**config.mk**
```make
export PLATFORM = sky130hd
export DESIGN_NAME = hpack_path_extractor
export DESIGN_NICKNAME = d
export VERILOG_FILES = /design/src/hw/rtl/hpe_pkg.sv /design/src/hw/rtl/hpe_result_queue.sv /design/src/hw/rtl/hpack_path_extractor.sv
export SDC_FILE = /design/constraint.sdc
export NUM_CORES = 2
export LEC_CHECK = 0
export ABC_AREA = 0
export BUFFER_PORTS_ARGS = -buffer_cell sky130_fd_sc_hd__clkbuf_2
export CAP_MARGIN = 20
export CORE_UTILIZATION = 42
export DETAILED_ROUTE_END_ITERATION = 7
export HOLD_SLACK_MARGIN = 0.12
export SLEW_MARGIN = 20
export SYNTH_ARGS = -nofsm -noshare
export SYNTH_HDL_FRONTEND = slang
export SYNTH_SLANG_ARGS = --single-unit
```
**constraint.sdc**
```tcl
create_clock -name i_clk -period 2.5 [get_ports i_clk]
set_input_delay 0.25 -clock i_clk [delete_from_list [all_inputs] [get_ports i_clk]]
set_output_delay 0.25 -clock i_clk [all_outputs]
set_load 0.1 [all_outputs]
```
**src/hw/rtl/hpe_pkg.sv**
```systemverilog
// Shared types, codes and constant text for the HPACK path extractor.
package hpe_pkg;

    // One input beat: a header byte to parse or a path byte to read.
    typedef struct packed {
        logic       action;
        logic [7:0] data_byte;
        logic       last_byte;
        logic [6:0] read_index;
    } t_in;

    // One result beat: a path byte read back or an end-of-block report.
    typedef struct packed {
        logic [7:0] path_byte;
        logic [6:0] path_length;
        logic       block_done;
        logic       huffman_path_skipped;
    } t_out;

    // Values of the action field.
    localparam logic ACT_FEED = 1'b0;
    localparam logic ACT_READ = 1'b1;

    // Kind of the literal field being parsed.
    localparam logic KIND_CAPTURE = 1'b0;
    localparam logic KIND_SKIP    = 1'b1;

    // Where the committed path comes from.
    localparam logic [1:0] SRC_SLASH = 2'd0;
    localparam logic [1:0] SRC_INDEX = 2'd1;
    localparam logic [1:0] SRC_STORE = 2'd2;

    // Static table indexes that name the path.
    localparam logic [6:0] IDX_PATH_SLASH = 7'd4;
    localparam logic [6:0] IDX_PATH_INDEX = 7'd5;

    // Lengths of the fixed strings.
    localparam logic [6:0] LEN_SLASH      = 7'd1;
    localparam logic [6:0] LEN_INDEX_PATH = 7'd11;
    localparam logic [6:0] LEN_PATH_NAME  = 7'd5;

    localparam logic [7:0] CHAR_SLASH = 8'h2F;

    // Result queue depth.
    localparam int unsigned QDEPTH = 4;

    // Characters of the literal name ":path".
    function automatic logic [7:0] path_name_char(input logic [2:0] pos);
        logic [7:0] c;
        case (pos)
            3'd0:    c = 8'h3A;
            3'd1:    c = 8'h70;
            3'd2:    c = 8'h61;
            3'd3:    c = 8'h74;
            3'd4:    c = 8'h68;
            default: c = 8'h00;
        endcase
        return c;
    endfunction

    // Characters of the static path "/index.html".
    function automatic logic [7:0] index_path_char(input logic [3:0] pos);
        logic [7:0] c;
        case (pos)
            4'd0:    c = 8'h2F;
            4'd1:    c = 8'h69;
            4'd2:    c = 8'h6E;
            4'd3:    c = 8'h64;
            4'd4:    c = 8'h65;
            4'd5:    c = 8'h78;
            4'd6:    c = 8'h2E;
            4'd7:    c = 8'h68;
            4'd8:    c = 8'h74;
            4'd9:    c = 8'h6D;
            4'd10:   c = 8'h6C;
            default: c = 8'h00;
        endcase
        return c;
    endfunction

endpackage

```
**src/hw/rtl/hpe_result_queue.sv**
```systemverilog
// Small result queue that decouples the parser pipeline from the output handshake.
module hpe_result_queue (
    input  logic                                  i_clk,
    input  logic                                  i_rst_n,
    input  logic                                  i_push,
    input  hpe_pkg::t_out                         i_push_data,
    input  logic                                  i_pop_ready,
    output logic                                  o_valid,
    output hpe_pkg::t_out                         o_data,
    output logic [$clog2(hpe_pkg::QDEPTH+1)-1:0]  o_count
);

    localparam int unsigned PW = $clog2(hpe_pkg::QDEPTH);
    localparam int unsigned CW = $clog2(hpe_pkg::QDEPTH + 1);

    hpe_pkg::t_out r_entry [hpe_pkg::QDEPTH];
    logic [PW-1:0] r_wr_ptr;
    logic [PW-1:0] r_rd_ptr;
    logic [CW-1:0] r_count;
    logic          pop;

    assign pop     = i_pop_ready && (r_count != '0);
    assign o_valid = (r_count != '0);
    assign o_data  = r_entry[r_rd_ptr];
    assign o_count = r_count;

    // Pointers and fill count.
    always_ff @(posedge i_clk) begin
        if (!i_rst_n) begin
            r_wr_ptr <= '0;
            r_rd_ptr <= '0;
            r_count  <= '0;
        end else begin
            if (i_push) begin
                r_wr_ptr <= r_wr_ptr + PW'(1);
            end
            if (pop) begin
                r_rd_ptr <= r_rd_ptr + PW'(1);
            end
            r_count <= r_count + CW'(i_push) - CW'(pop);
        end
    end

    // Entry storage.
    always_ff @(posedge i_clk) begin
        if (i_push) begin
            r_entry[r_wr_ptr] <= i_push_data;
        end
    end

endmodule

```
**src/hw/rtl/hpack_path_extractor.sv**
```systemverilog
// Top level of the HPACK path extractor: byte parser, two-bank path store and result pipeline.
//
//  Channel   Direction  Handshake                Payload
//  in        input      i_in_valid / o_in_ready  i_in_data  (hpe_pkg::t_in)
//  out       output     o_out_valid / i_out_ready o_out_data (hpe_pkg::t_out)
//
// One input beat is accepted per cycle while o_in_ready is high. A result passes the read
// stage, where the path store is read synchronously, and then the result queue register
// before it leaves the pipeline. A four-entry result queue absorbs output stalls;
// the input is held off only when the queue and the read stage together are full.
// Reset is synchronous and active low; the path store needs no clearing pass.
module hpack_path_extractor #(
    parameter int unsigned PATH_DEPTH = 128
) (
    input  logic          i_clk,
    input  logic          i_rst_n,
    input  logic          i_in_valid,
    output logic          o_in_ready,
    input  hpe_pkg::t_in  i_in_data,
    output logic          o_out_valid,
    input  logic          i_out_ready,
    output hpe_pkg::t_out o_out_data
);

    localparam int unsigned AW = $clog2(PATH_DEPTH);
    localparam int unsigned CW = $clog2(hpe_pkg::QDEPTH + 1);

    typedef enum logic [2:0] {
        PH_REP,
        PH_NAME_LEN,
        PH_NAME,
        PH_VALUE_LEN,
        PH_VALUE
    } t_phase;

    // Parser state.
    t_phase     r_phase, n_phase;
    logic       r_kind, n_kind;
    logic [6:0] r_rem, n_rem;
    logic [6:0] r_pos, n_pos;
    logic       r_match, n_match;
    logic       r_huff, n_huff;
    logic       r_at_start, n_at_start;
    logic       r_bank, n_bank;
    logic [1:0] r_src, n_src;
    logic [6:0] r_len, n_len;
    logic       r_flag, n_flag;

    // Two-bank path store.
    logic [7:0] r_store [2**(AW+1)];
    logic [7:0] r_rd_data;
    logic [AW:0] wr_addr;
    logic [AW:0] rd_addr;
    logic        wr_en;
    logic [AW+6:0] pos_ext;
    logic [AW+6:0] idx_ext;

    // Read stage registers.
    logic       r_s1_valid;
    logic       r_s1_done;
    logic       r_s1_beyond;
    logic [1:0] r_s1_src;
    logic [6:0] r_s1_idx;
    logic [6:0] r_s1_len;
    logic       r_s1_flag;

    hpe_pkg::t_out s1_result;
    logic [CW-1:0] q_count;
    logic          accept;
    logic          feed;
    logic          produce;
    logic          finish;
    t_phase        cur_phase;
    logic [7:0]    b;

    assign accept  = i_in_valid && o_in_ready;
    assign feed    = accept && (i_in_data.action == hpe_pkg::ACT_FEED);
    assign produce = accept && ((i_in_data.action == hpe_pkg::ACT_READ) ||
                                i_in_data.last_byte);
    assign b       = i_in_data.data_byte;

    // Room for the accepted beat's result is reserved across the read stage and queue.
    assign o_in_ready = ((CW+1)'(q_count) + (CW+1)'(r_s1_valid)) < (CW+1)'(hpe_pkg::QDEPTH);

    // Next parser state for a fed header byte.
    always_comb begin
        n_phase    = r_phase;
        n_kind     = r_kind;
        n_rem      = r_rem;
        n_pos      = r_pos;
        n_match    = r_match;
        n_huff     = r_huff;
        n_at_start = r_at_start;
        n_bank     = r_bank;
        n_src      = r_src;
        n_len      = r_len;
        n_flag     = r_flag;
        wr_en      = 1'b0;
        finish     = 1'b0;
        cur_phase  = r_phase;
        if (feed) begin
            // The first byte of a block restores the default path.
            if (r_at_start) begin
                n_src     = hpe_pkg::SRC_SLASH;
                n_len     = hpe_pkg::LEN_SLASH;
                n_flag    = 1'b0;
                cur_phase = PH_REP;
            end
            n_at_start = 1'b0;
            unique case (cur_phase)
                PH_REP: begin
                    if (b[7]) begin
                        if (b[6:0] == hpe_pkg::IDX_PATH_SLASH) begin
                            n_src = hpe_pkg::SRC_SLASH;
                            n_len = hpe_pkg::LEN_SLASH;
                        end else if (b[6:0] == hpe_pkg::IDX_PATH_INDEX) begin
                            n_src = hpe_pkg::SRC_INDEX;
                            n_len = hpe_pkg::LEN_INDEX_PATH;
                        end
                    end else if (b[7:6] == 2'b01) begin
                        n_kind = hpe_pkg::KIND_CAPTURE;
                        if (b[5:0] == 6'd0) begin
                            n_phase = PH_NAME_LEN;
                        end else begin
                            n_match = ({1'b0, b[5:0]} == hpe_pkg::IDX_PATH_SLASH) ||
                                      ({1'b0, b[5:0]} == hpe_pkg::IDX_PATH_INDEX);
                            n_phase = PH_VALUE_LEN;
                        end
                    end else if (b[7:4] == 4'h0) begin
                        n_kind  = hpe_pkg::KIND_SKIP;
                        n_match = 1'b0;
                        n_phase = (b[3:0] == 4'h0) ? PH_NAME_LEN : PH_VALUE_LEN;
                    end
                end
                PH_NAME_LEN: begin
                    n_rem   = b[6:0];
                    n_pos   = '0;
                    n_match = (r_kind == hpe_pkg::KIND_CAPTURE) && !b[7] &&
                              (b[6:0] == hpe_pkg::LEN_PATH_NAME);
                    n_phase = (b[6:0] != '0) ? PH_NAME : PH_VALUE_LEN;
                end
                PH_NAME: begin
                    if (r_match && ((r_pos >= hpe_pkg::LEN_PATH_NAME) ||
                                    (b != hpe_pkg::path_name_char(r_pos[2:0])))) begin
                        n_match = 1'b0;
                    end
                    n_pos = r_pos + 7'd1;
                    n_rem = r_rem - 7'd1;
                    if (n_rem == '0) begin
                        n_phase = PH_VALUE_LEN;
                    end
                end
                PH_VALUE_LEN: begin
                    n_huff = b[7];
                    n_rem  = b[6:0];
                    n_pos  = '0;
                    if (b[6:0] == '0) begin
                        finish = 1'b1;
                    end else begin
                        n_phase = PH_VALUE;
                    end
                end
                PH_VALUE: begin
                    wr_en = (r_kind == hpe_pkg::KIND_CAPTURE) && r_match && !r_huff &&
                            (32'(r_pos) < 32'(PATH_DEPTH - 1));
                    n_pos = (r_pos == 7'h7F) ? 7'h7F : (r_pos + 7'd1);
                    n_rem = r_rem - 7'd1;
                    if (n_rem == '0) begin
                        finish = 1'b1;
                    end
                end
                default: begin
                    n_phase = PH_REP;
                end
            endcase
            // A completed value under a path name commits or sets the skip flag.
            if (finish) begin
                n_phase = PH_REP;
                if ((r_kind == hpe_pkg::KIND_CAPTURE) && r_match) begin
                    if (n_huff) begin
                        n_flag = 1'b1;
                    end else begin
                        n_bank = ~r_bank;
                        n_src  = hpe_pkg::SRC_STORE;
                        n_len  = (32'(n_pos) > 32'(PATH_DEPTH - 1)) ?
                                 7'(PATH_DEPTH - 1) : n_pos;
                    end
                end
            end
            if (i_in_data.last_byte) begin
                n_at_start = 1'b1;
                n_phase    = PH_REP;
            end
        end
    end

    // Parser state registers.
    always_ff @(posedge i_clk) begin
        if (!i_rst_n) begin
            r_phase    <= PH_REP;
            r_kind     <= hpe_pkg::KIND_CAPTURE;
            r_rem      <= '0;
            r_pos      <= '0;
            r_match    <= 1'b0;
            r_huff     <= 1'b0;
            r_at_start <= 1'b1;
            r_bank     <= 1'b0;
            r_src      <= hpe_pkg::SRC_SLASH;
            r_len      <= hpe_pkg::LEN_SLASH;
            r_flag     <= 1'b0;
        end else begin
            r_phase    <= n_phase;
            r_kind     <= n_kind;
            r_rem      <= n_rem;
            r_pos      <= n_pos;
            r_match    <= n_match;
            r_huff     <= n_huff;
            r_at_start <= n_at_start;
            r_bank     <= n_bank;
            r_src      <= n_src;
            r_len      <= n_len;
            r_flag     <= n_flag;
        end
    end

    // New values are built in the idle bank; reads come from the committed bank.
    assign pos_ext = {{AW{1'b0}}, r_pos};
    assign idx_ext = {{AW{1'b0}}, i_in_data.read_index};
    assign wr_addr = {~r_bank, pos_ext[AW-1:0]};
    assign rd_addr = {r_bank, idx_ext[AW-1:0]};

    // Path store write port.
    always_ff @(posedge i_clk) begin
        if (wr_en) begin
            r_store[wr_addr] <= b;
        end
    end

    // Path store read port with registered data.
    always_ff @(posedge i_clk) begin
        r_rd_data <= r_store[rd_addr];
    end

    // Read stage control.
    always_ff @(posedge i_clk) begin
        if (!i_rst_n) begin
            r_s1_valid <= 1'b0;
        end else begin
            r_s1_valid <= produce;
        end
    end

    // Read stage payload: the state that the result reports.
    always_ff @(posedge i_clk) begin
        if (produce) begin
            r_s1_done   <= (i_in_data.action == hpe_pkg::ACT_FEED);
            r_s1_beyond <= (i_in_data.read_index >= r_len);
            r_s1_src    <= r_src;
            r_s1_idx    <= i_in_data.read_index;
            r_s1_len    <= (i_in_data.action == hpe_pkg::ACT_READ) ? r_len : n_len;
            r_s1_flag   <= (i_in_data.action == hpe_pkg::ACT_READ) ? r_flag : n_flag;
        end
    end

    // Path byte selection from the committed source.
    always_comb begin
        s1_result.path_length          = r_s1_len;
        s1_result.block_done           = r_s1_done;
        s1_result.huffman_path_skipped = r_s1_flag;
        s1_result.path_byte            = 8'h00;
        if (!r_s1_done && !r_s1_beyond) begin
            unique case (r_s1_src)
                hpe_pkg::SRC_SLASH: begin
                    s1_result.path_byte = (r_s1_idx == '0) ? hpe_pkg::CHAR_SLASH : 8'h00;
                end
                hpe_pkg::SRC_INDEX: begin
                    s1_result.path_byte = (r_s1_idx < hpe_pkg::LEN_INDEX_PATH) ?
                                          hpe_pkg::index_path_char(r_s1_idx[3:0]) : 8'h00;
                end
                hpe_pkg::SRC_STORE: begin
                    s1_result.path_byte = r_rd_data;
                end
                default: begin
                    s1_result.path_byte = 8'h00;
                end
            endcase
        end
    end

    hpe_result_queue u_queue (
        .i_clk       (i_clk),
        .i_rst_n     (i_rst_n),
        .i_push      (r_s1_valid),
        .i_push_data (s1_result),
        .i_pop_ready (i_out_ready),
        .o_valid     (o_out_valid),
        .o_data      (o_out_data),
        .o_count     (q_count)
    );

endmodule

```
==> flow_summary.toml <==
[final_layout]
stdcell_count = 7962
drive_gt1_share_pct = 35.1
final_cell_mix = "edfxtp_1, buf_4, mux4_2"
n_fill_cell = 15800
multi_input_area_um2 = 21000
area_growth_pct = 23.0
final_common_cell = "edfxtp_1"
postLayoutCellArea_um2 = 106000
seqCellArea_um2 = 65300
nets = 5159

[timing]
rsz0062_at_grt = "true"
relSlewSlack_pct = 43.2
fin_skew_ps = 66.3
fmax_ghz = 0.363
worst_pin_slew_ps = 852
setup_viol_count_final = 1985
fin_hold_ws_ps = 258
hold_viol_final = 0
fin_crit_sh_pct = 110
slew_violations = 0
fin_ws_ps = -255
period_minus_slack_ps = 2760
fin_tns_setup_ps = -225150

[die]
core_region_area_um2 = 203000
dieArea_um2 = 207000
row_count = 165
fp.dieH_um = 455
die_w_um = 455
start_util_pct = 42.5
io_pins = 40

[drt]
routedWlPerCell_um = 28.7
vias = 45800
drt_first_pass_iters = 5
wl_um = 229000
drc = 0
drt_iter0_drc = 5051
vias_per_cell = 5.75
ant_nets = 0

[placed_design]
port_buffers = 39
globalplace.congestion = 0.851
dp_hpwl_um = 146000
dp.cells = 7467
pre_cts_slack_ps = -863
dpl_cell_area_um2 = 97000

[job]
drv_cap = 0

[synth]
ys_top_cells_by_area = "edfxtp_1, mux4_2, mux2i_1"
avgSynthCellArea_um2 = 20.0
ys_seq_area_share_pct = 75.7
ys_seq_elements = 2192
synthFlopType = "edfxtp_1"
async_reset_ff_share_pct = 0
synth_top_area_cell = "edfxtp_1"
synth_nets = 4361
synth_top_cell_area_share_pct = 74.4
synth_edf_count = 2135
synth_area_um2 = 86200
synth.distinct_cells = 83
synthCells = 4310
ys_warn_count = 0

[global_routing]
grt_max_degree = 149
antenna_found_initial = 5
grt_use_total_pct = 22.2
grt-ovfl-total = 0
grt_pass1_wl_um = 329000
grt_pass1_vias = 45900

[hold_path]
hold_class = "in -> reg"

[setup_path]
slowest_delay_ps = 350
worst-path-buf-inv = 3
critPathMaxFanout = 8
start_kind = "flip-flop"
criticalPathCategory = "reg -> reg"
crit_chain = "ha_4 -> o211a_1 -> o22ai_4 -> and3_4 -> o2111ai_4 -> nor3_2 -> buf_6 -> nand2_4 -> buf_12 -> nor2_2 -> buf_6"
crit_required_ps = 3020
cp.arrival_ps = 3280
critPathTopFamily = "simple AND/OR/NAND/NOR gates"
crit_slowest_cell = "dfxtp_2"
end_kind = "flip-flop"
cpMostUsedCell = "buf_6"

[power_and_ir_drop]
pwr_density_cell_nw_per_um2 = 735
vdd_drop_max_mv = 0.786
leakagePower_nw = 34.3

[cts]
cts_root_buf = "clkbuf_16"
htree_levels = 4
clockBufferDepth = 3
clk_pin_slew_worst_paths_ps = 60
clock_latency_ps = 880
cts_buffers = 217
clock_sinks = 2192
cts_tree = "done"

[run_status]
violations = "negative setup slack"
status = "complete, but fails checks"
==> routing by layer <==
layer	global-route usage, %	vias to the layer above	share of wire [%]
met5	0	-	0.0061
met4	7.01	2	3.0
met3	5.18	344	7.9
met2	34.6	1763	47
met1	31.1	24200	42
li1	-	19500	-
==> area by class of cell <==
cell class / instances / share of cell area, %
Tap cell: 2672 / 3.15
Inverter: 27 / 0.0956
Antenna cell: 3 / 0.00708
Clock inverter: 129 / 1.02
Clock buffer: 269 / 5.34
Sequential cell: 2192 / 61.6
Timing Repair Buffer: 833 / 8.97
Multi-Input combinational cell: 1837 / 19.8
==> report_power, final <==
part / internal [mW] / switching, mW
Sequential: 40.5 / 0.166
Clock: 17.1 / 14.0
Combinational: 2.39 / 3.77
Total: 60.0 / 17.9
==> path summary, 6_finish.rpt <==
check | start | endpoint | slack [ps] | depth (start not counted)
worst max register to register | u_queue.o_count[1] | r_store[66][5] | -260 | 11
worst min-delay path | i_in_data[13] | r_store[127][5] | 260 | 2
worst max-delay path | u_queue.o_count[1] | r_store[66][5] | -260 | 11
worst min register to register | r_src[1] | r_s1_src[1] | 470 | 0
==> cells by family after synthesis <==
family | share of synthesized area (%)
muxes | 14.3
DFF | 75.7
buffers and inverters | 1.98
AOI/OAI and AO/OA | 4.07
xor gates and xnor gates | 0.112
adders and majority gates | 0.444
and+or+nand+nor | 3.34
==> Yosys cell counts (6+ instances only) <==
master and instances:
and2_1 21, edfxtp_1 2135, a21oi_1 120, a22oi_1 148
inv_1 27, mux2_2 17, buf_8 13, buf_1 14
nand3_1 15, nor3_1 40, nand2_1 111, nand4_1 11
mux4_1 30, ha_1 29, buf_4 25, nand2b_1 13
o31ai_1 7, o22ai_1 50, dfxtp_1 57, nor4_1 17
mux4_2 435, nor2b_1 15, buf_2 58, nor2_1 347
nor3b_1 6, a31oi_1 18, xnor2_1 6, buf_12 7
a221oi_1 7, mux2i_1 157, o211ai_1 8, a211oi_1 17
buf_6 28, o221ai_1 38, a22o_1 10, o21ai_0 53
clkbuf_1 106
==> metrics by stage <==
step / total power [mW] / utilization [%]
2_1_floorplan: 44.8 / -
3_3_place_gp: 47.1 / 47.8
3_5_place_dp: 47.2 / 47.8
4_1_cts: 78.5 / 52.0
5_1_grt: 80.2 / 52.2
6_report: 77.9 / 52.2
==> what timing repair did <==
action | in CTS | in global routing
hold endpoints to repair | 775 | 0
endpoints found under the setup margin | 1991 | 2086
hold buffers | 21 | 0
setup buffers | 57 | 9
pin swaps | 62 | 15
gates cloned | 6 | 1
gates resized for setup | 172 | 52
==> flip-flops by register name (all words and copies together) (netlist names), 2 cells and up, named ones only <==
name / flops
r_rd_data: 8
r_phase: 3
r_s1_idx: 7
r_s1_len: 7
r_pos: 7
r_len: 7
u_queue.o_count: 3
r_rem: 7
u_queue.r_wr_ptr: 2
r_s1_src: 2
r_src: 2
u_queue.r_entry: 68
r_store: 2048
u_queue.r_rd_ptr: 2
(Power assumes the default switching activity.)
